$ cat src/design/lkv_pkg.sv
// Shared types, codes and constants of the linear key-value table.
package lkv_pkg;

  // Default number of entries the table can hold.
  localparam int CAPACITY_DEF = 64;

  // Widths of the fixed payload fields.
  localparam int OP_W    = 3;
  localparam int DATA_W  = 32;
  localparam int TOTAL_W = 7;

  // Operation codes; codes without a member behave as a peek.
  typedef enum logic [OP_W-1:0] {
    OP_ACCESS = 3'd0,
    OP_WRITE  = 3'd1,
    OP_PEEK   = 3'd2,
    OP_ERASE  = 3'd3,
    OP_CLEAR  = 3'd4
  } lkv_op_t;

  // Result status codes.
  typedef enum logic [1:0] {
    ST_OK      = 2'd0,
    ST_MISSING = 2'd1,
    ST_FULL    = 2'd2
  } lkv_status_t;

  // Sequencer states.
  typedef enum logic [2:0] {
    S_IDLE,
    S_SEARCH,
    S_RESOLVE,
    S_SHIFT,
    S_DONE
  } lkv_state_t;

  // One stored pair.
  typedef struct packed {
    logic [DATA_W-1:0] key;
    logic [DATA_W-1:0] value;
  } lkv_entry_t;

  // One result word.
  typedef struct packed {
    logic [DATA_W-1:0]  read_value;
    logic               was_present;
    lkv_status_t        status;
    logic [TOTAL_W-1:0] entry_total;
  } lkv_result_t;

endpackage

$ cat src/design/lkv_in_if.sv
// Input channel of the key-value table: valid/ready plus the request word.
interface lkv_in_if import lkv_pkg::*; ();
  logic                     valid;
  logic                     ready;
  logic [OP_W-1:0]          operation;
  logic signed [DATA_W-1:0] key;
  logic signed [DATA_W-1:0] write_value;

  modport source (output valid, output operation, output key, output write_value,
                  input ready);
  modport sink (input valid, input operation, input key, input write_value,
                output ready);
endinterface

$ cat src/design/lkv_out_if.sv
// Result channel of the key-value table: valid/ready plus the result word.
interface lkv_out_if import lkv_pkg::*; ();
  logic                     valid;
  logic                     ready;
  logic signed [DATA_W-1:0] read_value;
  logic                     was_present;
  logic [1:0]               status;
  logic [TOTAL_W-1:0]       entry_total;

  modport source (output valid, output read_value, output was_present, output status,
                  output entry_total, input ready);
  modport sink (input valid, input read_value, input was_present, input status,
                input entry_total, output ready);
endinterface

$ cat src/design/linear_key_value_table.sv
// Every operation but clear scans the stored entries in order until the key is found or
// all are checked; erase then shifts each entry after the hit down one place.
// Clear skips the search. A new word is taken only once the last result is registered.
// The single read port of the pair memory sets the pace, one entry per cycle.
// Reset (synchronous, active low) empties the table; the pair memory is not cleared.
module linear_key_value_table import lkv_pkg::*; #(
  parameter int CAPACITY = CAPACITY_DEF
) (
  input  logic       clk,
  input  logic       rst_n,
  lkv_in_if.sink     in_chan,
  lkv_out_if.source  out_chan
);

  localparam int AW = (CAPACITY > 1) ? $clog2(CAPACITY) : 1;
  localparam int CW = $clog2(CAPACITY + 1);

  logic          mem_we;
  logic [AW-1:0] mem_waddr;
  lkv_entry_t    mem_wdata;
  logic [AW-1:0] mem_raddr;
  lkv_entry_t    mem_rdata;
  logic          res_valid;
  lkv_result_t   res;
  logic          out_free;
  logic          out_valid_r, out_valid_nxt;
  lkv_result_t   out_res_r;

  lkv_store #(
    .DEPTH (CAPACITY),
    .AW    (AW)
  ) u_store (
    .clk   (clk),
    .we    (mem_we),
    .waddr (mem_waddr),
    .wdata (mem_wdata),
    .raddr (mem_raddr),
    .rdata (mem_rdata)
  );

  lkv_seq #(
    .CAPACITY (CAPACITY),
    .AW       (AW),
    .CW       (CW)
  ) u_seq (
    .clk       (clk),
    .rst_n     (rst_n),
    .in_chan   (in_chan),
    .out_free  (out_free),
    .res_valid (res_valid),
    .res       (res),
    .mem_we    (mem_we),
    .mem_waddr (mem_waddr),
    .mem_wdata (mem_wdata),
    .mem_raddr (mem_raddr),
    .mem_rdata (mem_rdata)
  );

  // Output register: free once empty or being taken this cycle.
  assign out_free = !out_valid_r || out_chan.ready;

  always_comb begin
    out_valid_nxt = out_valid_r;
    if (res_valid) begin
      out_valid_nxt = 1'b1;
    end else if (out_chan.ready) begin
      out_valid_nxt = 1'b0;
    end
  end

  always_ff @(posedge clk) begin
    if (!rst_n) begin
      out_valid_r <= 1'b0;
    end else begin
      out_valid_r <= out_valid_nxt;
    end
  end

  always_ff @(posedge clk) begin
    if (res_valid) begin
      out_res_r <= res;
    end
  end

  assign out_chan.valid       = out_valid_r;
  assign out_chan.read_value  = out_res_r.read_value;
  assign out_chan.was_present = out_res_r.was_present;
  assign out_chan.status      = out_res_r.status;
  assign out_chan.entry_total = out_res_r.entry_total;

endmodule

$ cat src/design/lkv_store.sv
// Pair memory: one write port and one read port with registered read data.
module lkv_store import lkv_pkg::*; #(
  parameter int DEPTH = CAPACITY_DEF,
  parameter int AW    = 6
) (
  input  logic          clk,
  input  logic          we,
  input  logic [AW-1:0] waddr,
  input  lkv_entry_t    wdata,
  input  logic [AW-1:0] raddr,
  output lkv_entry_t    rdata
);

  lkv_entry_t mem [DEPTH];
  lkv_entry_t rdata_r;

  // Write port.
  always_ff @(posedge clk) begin
    if (we) begin
      mem[waddr] <= wdata;
    end
  end

  // Read port with registered read data.
  always_ff @(posedge clk) begin
    rdata_r <= mem[raddr];
  end

  assign rdata = rdata_r;

endmodule

$ cat src/design/lkv_seq.sv
// Sequencer: linear search, insert, update and erase-with-shift over the pair memory.
module lkv_seq import lkv_pkg::*; #(
  parameter int CAPACITY = CAPACITY_DEF,
  parameter int AW       = 6,
  parameter int CW       = 7
) (
  input  logic          clk,
  input  logic          rst_n,
  lkv_in_if.sink        in_chan,
  input  logic          out_free,
  output logic          res_valid,
  output lkv_result_t   res,
  output logic          mem_we,
  output logic [AW-1:0] mem_waddr,
  output lkv_entry_t    mem_wdata,
  output logic [AW-1:0] mem_raddr,
  input  lkv_entry_t    mem_rdata
);

  lkv_state_t        state_r, state_nxt;
  lkv_op_t           op_r, op_nxt;
  logic [DATA_W-1:0] key_r, key_nxt;
  logic [DATA_W-1:0] wval_r, wval_nxt;
  logic [CW-1:0]     count_r, count_nxt;
  logic [CW-1:0]     scan_r, scan_nxt;
  logic              chk_valid_r, chk_valid_nxt;
  logic [AW-1:0]     chk_idx_r, chk_idx_nxt;
  logic              hit_r, hit_nxt;
  logic [AW-1:0]     idx_r, idx_nxt;
  logic [DATA_W-1:0] val_r, val_nxt;
  lkv_result_t       res_r, res_nxt;
  logic              match;

  // The word read last cycle holds the searched key.
  assign match = chk_valid_r && (mem_rdata.key == key_r);

  // Next state.
  always_comb begin
    state_nxt = state_r;
    case (state_r)
      S_IDLE: begin
        if (in_chan.valid) begin
          state_nxt = (lkv_op_t'(in_chan.operation) == OP_CLEAR) ? S_DONE : S_SEARCH;
        end
      end
      S_SEARCH: begin
        if (match || (scan_r == count_r)) begin
          state_nxt = S_RESOLVE;
        end
      end
      S_RESOLVE: begin
        state_nxt = ((op_r == OP_ERASE) && hit_r) ? S_SHIFT : S_DONE;
      end
      S_SHIFT: begin
        if (!chk_valid_r && (scan_r >= count_r)) begin
          state_nxt = S_DONE;
        end
      end
      S_DONE: begin
        if (out_free) begin
          state_nxt = S_IDLE;
        end
      end
      default: state_nxt = S_IDLE;
    endcase
  end

  // Datapath, memory control and handshake outputs.
  always_comb begin
    op_nxt        = op_r;
    key_nxt       = key_r;
    wval_nxt      = wval_r;
    count_nxt     = count_r;
    scan_nxt      = scan_r;
    chk_valid_nxt = chk_valid_r;
    chk_idx_nxt   = chk_idx_r;
    hit_nxt       = hit_r;
    idx_nxt       = idx_r;
    val_nxt       = val_r;
    res_nxt       = res_r;
    mem_we        = 1'b0;
    mem_waddr     = idx_r;
    mem_wdata     = '{key: key_r, value: wval_r};
    mem_raddr     = scan_r[AW-1:0];
    res_valid     = 1'b0;
    in_chan.ready = (state_r == S_IDLE);

    case (state_r)
      S_IDLE: begin
        if (in_chan.valid) begin
          op_nxt        = lkv_op_t'(in_chan.operation);
          key_nxt       = in_chan.key;
          wval_nxt      = in_chan.write_value;
          scan_nxt      = '0;
          chk_valid_nxt = 1'b0;
          if (lkv_op_t'(in_chan.operation) == OP_CLEAR) begin
            count_nxt = '0;
            res_nxt   = '{read_value: '0, was_present: 1'b0, status: ST_OK,
                          entry_total: '0};
          end
        end
      end

      // One entry read per cycle; the compare sees the previous read.
      S_SEARCH: begin
        if (match) begin
          hit_nxt = 1'b1;
          idx_nxt = chk_idx_r;
          val_nxt = mem_rdata.value;
        end else if (scan_r == count_r) begin
          hit_nxt = 1'b0;
        end else begin
          chk_valid_nxt = 1'b1;
          chk_idx_nxt   = scan_r[AW-1:0];
          scan_nxt      = scan_r + CW'(1);
        end
      end

      // Act on the search outcome.
      S_RESOLVE: begin
        res_nxt.read_value  = '0;
        res_nxt.was_present = hit_r;
        res_nxt.status      = ST_OK;
        res_nxt.entry_total = TOTAL_W'(count_r);
        case (op_r)
          OP_ACCESS, OP_WRITE: begin
            if (hit_r) begin
              if (op_r == OP_WRITE) begin
                mem_we             = 1'b1;
                mem_waddr          = idx_r;
                mem_wdata          = '{key: key_r, value: wval_r};
                res_nxt.read_value = wval_r;
              end else begin
                res_nxt.read_value = val_r;
              end
            end else if (count_r == CW'(CAPACITY)) begin
              res_nxt.status = ST_FULL;
            end else begin
              mem_we              = 1'b1;
              mem_waddr           = count_r[AW-1:0];
              mem_wdata           = '{key: key_r,
                                      value: (op_r == OP_WRITE) ? wval_r : '0};
              count_nxt           = count_r + CW'(1);
              res_nxt.read_value  = (op_r == OP_WRITE) ? wval_r : '0;
              res_nxt.entry_total = TOTAL_W'(count_nxt);
            end
          end
          OP_ERASE: begin
            if (hit_r) begin
              scan_nxt      = CW'(idx_r) + CW'(1);
              chk_valid_nxt = 1'b0;
            end else begin
              res_nxt.status = ST_MISSING;
            end
          end
          default: begin
            res_nxt.read_value = hit_r ? val_r : '0;
          end
        endcase
      end

      // Move each later entry down one place: read j+1, write j next cycle.
      S_SHIFT: begin
        if (chk_valid_r) begin
          mem_we    = 1'b1;
          mem_waddr = chk_idx_r - AW'(1);
          mem_wdata = mem_rdata;
        end
        if (scan_r < count_r) begin
          chk_valid_nxt = 1'b1;
          chk_idx_nxt   = scan_r[AW-1:0];
          scan_nxt      = scan_r + CW'(1);
        end else begin
          chk_valid_nxt = 1'b0;
          if (!chk_valid_r) begin
            count_nxt           = count_r - CW'(1);
            res_nxt.entry_total = TOTAL_W'(count_nxt);
          end
        end
      end

      S_DONE: begin
        res_valid = out_free;
      end

      default: begin
      end
    endcase
  end

  // Control state.
  always_ff @(posedge clk) begin
    if (!rst_n) begin
      state_r     <= S_IDLE;
      count_r     <= '0;
      chk_valid_r <= 1'b0;
    end else begin
      state_r     <= state_nxt;
      count_r     <= count_nxt;
      chk_valid_r <= chk_valid_nxt;
    end
  end

  // Working registers of the current word.
  always_ff @(posedge clk) begin
    op_r      <= op_nxt;
    key_r     <= key_nxt;
    wval_r    <= wval_nxt;
    scan_r    <= scan_nxt;
    chk_idx_r <= chk_idx_nxt;
    hit_r     <= hit_nxt;
    idx_r     <= idx_nxt;
    val_r     <= val_nxt;
    res_r     <= res_nxt;
  end

  assign res = res_r;

endmodule
$ cat src/flat_wrapper.sv
// flat-port wrapper written by rule: the top's interface ports become plain ports
module linear_key_value_table_flat import lkv_pkg::*;
#(
  parameter int CAPACITY = CAPACITY_DEF
)
  (clk, rst_n, in_chan_valid, in_chan_operation, in_chan_key, in_chan_write_value, in_chan_ready, out_chan_valid, out_chan_read_value, out_chan_was_present, out_chan_status, out_chan_entry_total, out_chan_ready);
  lkv_in_if in_chan_i ();
  lkv_out_if out_chan_i ();
  input  logic clk;
  input  logic rst_n;
  input wire logic [$bits(in_chan_i.valid)-1:0] in_chan_valid;
  input wire logic [$bits(in_chan_i.operation)-1:0] in_chan_operation;
  input wire logic [$bits(in_chan_i.key)-1:0] in_chan_key;
  input wire logic [$bits(in_chan_i.write_value)-1:0] in_chan_write_value;
  output wire logic [$bits(in_chan_i.ready)-1:0] in_chan_ready;
  output wire logic [$bits(out_chan_i.valid)-1:0] out_chan_valid;
  output wire logic [$bits(out_chan_i.read_value)-1:0] out_chan_read_value;
  output wire logic [$bits(out_chan_i.was_present)-1:0] out_chan_was_present;
  output wire logic [$bits(out_chan_i.status)-1:0] out_chan_status;
  output wire logic [$bits(out_chan_i.entry_total)-1:0] out_chan_entry_total;
  input wire logic [$bits(out_chan_i.ready)-1:0] out_chan_ready;
  assign in_chan_i.valid = in_chan_valid;
  assign in_chan_i.operation = in_chan_operation;
  assign in_chan_i.key = in_chan_key;
  assign in_chan_i.write_value = in_chan_write_value;
  assign in_chan_ready = in_chan_i.ready;
  assign out_chan_valid = out_chan_i.valid;
  assign out_chan_read_value = out_chan_i.read_value;
  assign out_chan_was_present = out_chan_i.was_present;
  assign out_chan_status = out_chan_i.status;
  assign out_chan_entry_total = out_chan_i.entry_total;
  assign out_chan_i.ready = out_chan_ready;
  linear_key_value_table #(.CAPACITY(CAPACITY)) u_core (.clk(clk), .rst_n(rst_n), .in_chan(in_chan_i), .out_chan(out_chan_i));
endmodule
$ cat config.mk
export PLATFORM = sky130hd
export DESIGN_NAME = linear_key_value_table_flat
export DESIGN_NICKNAME = d
export VERILOG_FILES = /design/src/design/lkv_pkg.sv /design/src/design/lkv_in_if.sv /design/src/design/lkv_out_if.sv /design/src/design/linear_key_value_table.sv /design/src/design/lkv_store.sv /design/src/design/lkv_seq.sv /design/src/flat_wrapper.sv
export SDC_FILE = /design/constraint.sdc
export NUM_CORES = 2
export LEC_CHECK = 0
export BUFFER_PORTS_ARGS = -buffer_cell sky130_fd_sc_hd__buf_2
export CAP_MARGIN = 30
export CORE_AREA = 2 2 548 550
export CTS_CLUSTER_DIAMETER = 30
export DETAILED_ROUTE_END_ITERATION = 7
export DIE_AREA = 0 0 550 552
export GPL_ROUTABILITY_DRIVEN = 0
export HOLD_SLACK_MARGIN = 0.03
export PLACE_DENSITY = 0.72
export SLEW_MARGIN = 20
export SYNTH_ARGS = -nofsm -noshare
export SYNTH_HDL_FRONTEND = slang
export SYNTH_SLANG_ARGS = --single-unit
export TNS_END_PERCENT = 100
$ cat constraint.sdc
create_clock -name clk -period 7.2 [get_ports clk]
set_input_delay 1.08 -clock clk [delete_from_list [all_inputs] [get_ports clk]]
set_output_delay 1.08 -clock clk [all_outputs]
set_load 0.1 [all_outputs]
==> reports/summary.txt <==
Slowest cell on crit path: nor2_4
die width: 550 µm
leakage: 0.06286 µW
# rows: 201
WL/cell: 37.58 µm
area leader, netlist: edfxtp_1
Critical Path End Type: flop
Slew HR: 29.65%
Setup CP Type: reg -> reg
Post-CTS Resized: 0
initial antenna violation count: 18
CP startpoint kind: flop
#FFs+latches synth: 4375
Skew-Pair Late Insertion Delay: 1.07 ns
EDFF count, synth: 4299
RSZ-0062 raised after global routing: no
postcts setup bufs: 0
vias per inst: 6.863
syn_area_per_cell: 24.12 µm²
CTS root buf: clkbuf_16
DP HPWL: 240100 µm
post-layout util: 66.44%
DRC Markers: 0
required time worst endpoint: 7.88 ns
f_max: 180.5 MHz
Layout Area Growth over Synthesis: 19.36%
Main synth FF type: edfxtp_1
CTS Buf Count: 689
CTS Hold Bufs: 0
CP bufs+invs: 2
crit path cell chain: inv_1 -> ha_1 -> nand4bb_4 -> o41a_1 -> nand3_1 -> a221oi_1 -> nand3_1 -> nor2_4 -> buf_4
max-cap violations: 0
PortBufs: 114
Sw Share: 30.32%
largest net degree at the start of global routing: 116
Clock Tree Buf Depth: 4
Synth top area share: 77.75%
cell family with the largest share of critical-path delay: simple AND/OR/NAND/NOR gates
Mapped Area: 0.1660 mm²
hold_ws: 0.1992 ns
DRT antenna net count: 0
CP max stage delay: 0.98 ns
CTS sink count: 4375
Power Dens Cells: 430.7 mW/mm²
I/O pins: 115
Hold Path Class: in -> reg
share of layout cells above drive strength 1: 36.64%
most common cell after layout, fill and taps aside: edfxtp_1
post-synthesis sequential area ratio: 78.67%
vias in the first global route: 85890
setup TNS: 0 ns
Detailed Route WL: 457800 µm
status: complete, no violations
NumNets Final: 7715
CTS tree: yes
Max rail drop VDD: 0.4231 mV
grt ovf: 0
Ys Warns: 0
TritonRoute pass-1 iters: 6
Core Area: 0.2983 mm²
setup violators final: 0
Switching Power: 25880 µW
post-synth cell types: 71
Int Pwr: 59470 µW
Global Route Usage Sum: 30.33%
total number of vias: 83610
Slew @ Worst Pin: 1.055 ns
Clk pin slew, worst setup/hold paths: 0.05 ns
1st-iter DRT viols: 13360
Max Slew Vio Count: 0
WP data arrival: 6.22 ns
Crit Path Max Fanout: 21
crit share post-route: 76.94%
Period minus WS final: 5.539 ns
Cell Count Post-Placement: 10880
largest cells by area after synthesis: edfxtp_1 (78%), mux4_2 (17%), dfxtp_1 (0.92%)
cells after synthesis: 6882
most frequent cells in the layout: edfxtp_1 (4299), mux4_2 (1280), clkbuf_16 (691)
Worst path most repeated cell: nand3_1
final non-filler cell total: 12180
post-synthesis async set-or-reset flop share: 0%
Hold Fails Final Rpt: 0
Clk pwr share: 39.6%
die area: 0.3036 mm²
Logic pwr share: 24.0%
# H-tree levels: 6
first-pass GRT wire length: 648600 µm
Flop pwr share: 36.4%
Initial Utilization: 55.66%
die height: 552 µm
Mapped Nets: 6964
Final Skew: 0.09143 ns
[registers in the layout, summed over array words and instances, names as in the netlist, 2 cells and up]
signal and flops:
u_core.u_store.mem 4096, u_core.u_store.rdata 64, u_core.u_seq.res 42, u_core.out_chan.read_value 32, u_core.u_seq.key_r 32, u_core.u_seq.val_r 32, u_core.u_seq.wval_r 32, u_core.out_chan.entry_total 7
u_core.u_seq.count_r 7, u_core.u_seq.scan_r 7, u_core.u_seq.chk_idx_r 6, u_core.u_seq.idx_r 6, u_core.u_seq.op_r 3, u_core.u_seq.state_r 3, u_core.out_chan.status 2
[synthesized netlist by cell type, types with 11 or more instances]
cell and instances:
o21ai_0 30, nand3_1 20, mux4_2 1280, nand4_1 19, a22oi_1 131, inv_1 17, clkbuf_1 207, buf_2 97
buf_6 12, edfxtp_1 4299, dfxtp_1 76, buf_4 11, a22o_1 20, buf_1 35, a21oi_1 74, xor2_1 22
nor3_1 14, xnor2_1 23, ha_1 11, nor2_1 99, nand2_1 247
[power by group through the flow]
| stage | sequential [µW] | combinational, µW | clock [µW] |
|---|---|---|---|
| floorplan | 31400 | 12700 | 0 |
| global placement | 31600 | 19500 | 0 |
| detailed placement | 31600 | 19800 | 0 |
| CTS | 31100 | 20300 | 34000 |
| global route | 31100 | 21200 | 35100 |
| finish | 31100 | 20400 | 33800 |
[final cells by class]
| type | instances | area [µm²] |
|---|---|---|
| inverters | 18 | 67.56 |
| flip-flops and latches | 4375 | 130600 |
| multi-input cells | 2123 | 34600 |
| diodes | 3 | 7.507 |
| repair buffers | 426 | 3928 |
| well taps | 3958 | 4952 |
| clock buffers | 756 | 17670 |
| clock inverters | 523 | 6327 |
| fillers | 17550 | 100100 |
[path summary, 6_finish.rpt]
kind                                               from                            end  slack [ns]  cells past startpoint
worst max register to register  u_core.u_seq.count_r[0]     u_core.u_store.mem[33][50]        1.66                      9
worst min register to register     u_core.u_seq.res[15]  u_core.out_chan.read_value[5]        0.41                      0
worst min-delay path             in_chan_write_value[1]         u_core.u_seq.wval_r[1]        0.20                      1
worst max-delay path            u_core.u_seq.count_r[0]     u_core.u_store.mem[33][50]        1.66                      9
[cells by family after synthesis]
family | after synthesis | synth area share, %
buf+inv | 384 | 1.039
fa+ha+maj | 11 | 0.08290
xor+xnor | 45 | 0.2374
simple gates | 458 | 1.222
compound gates | 322 | 1.341
flops | 4375 | 78.67
mux | 1287 | 17.41
[through the flow]
step	setup slack (ns)	power (µW)	area, µm²
after floorplan	1.662	44080	166000
after global placement	1.776	51060	173700
after detailed placement	1.975	51400	173900
after CTS	1.865	85420	197900
after global routing	1.503	87340	198200
final	1.661	85350	198200
[metal layers]
layer,vias to the layer above,track usage (%),wire (µm)
met2,6750,48.00,222600
met4,18,15.03,25750
met5,-,0,135
met3,1129,6.738,52380
li1,31460,-,-
met1,44250,40.26,156900
Power figures use the tool's default switching activity.
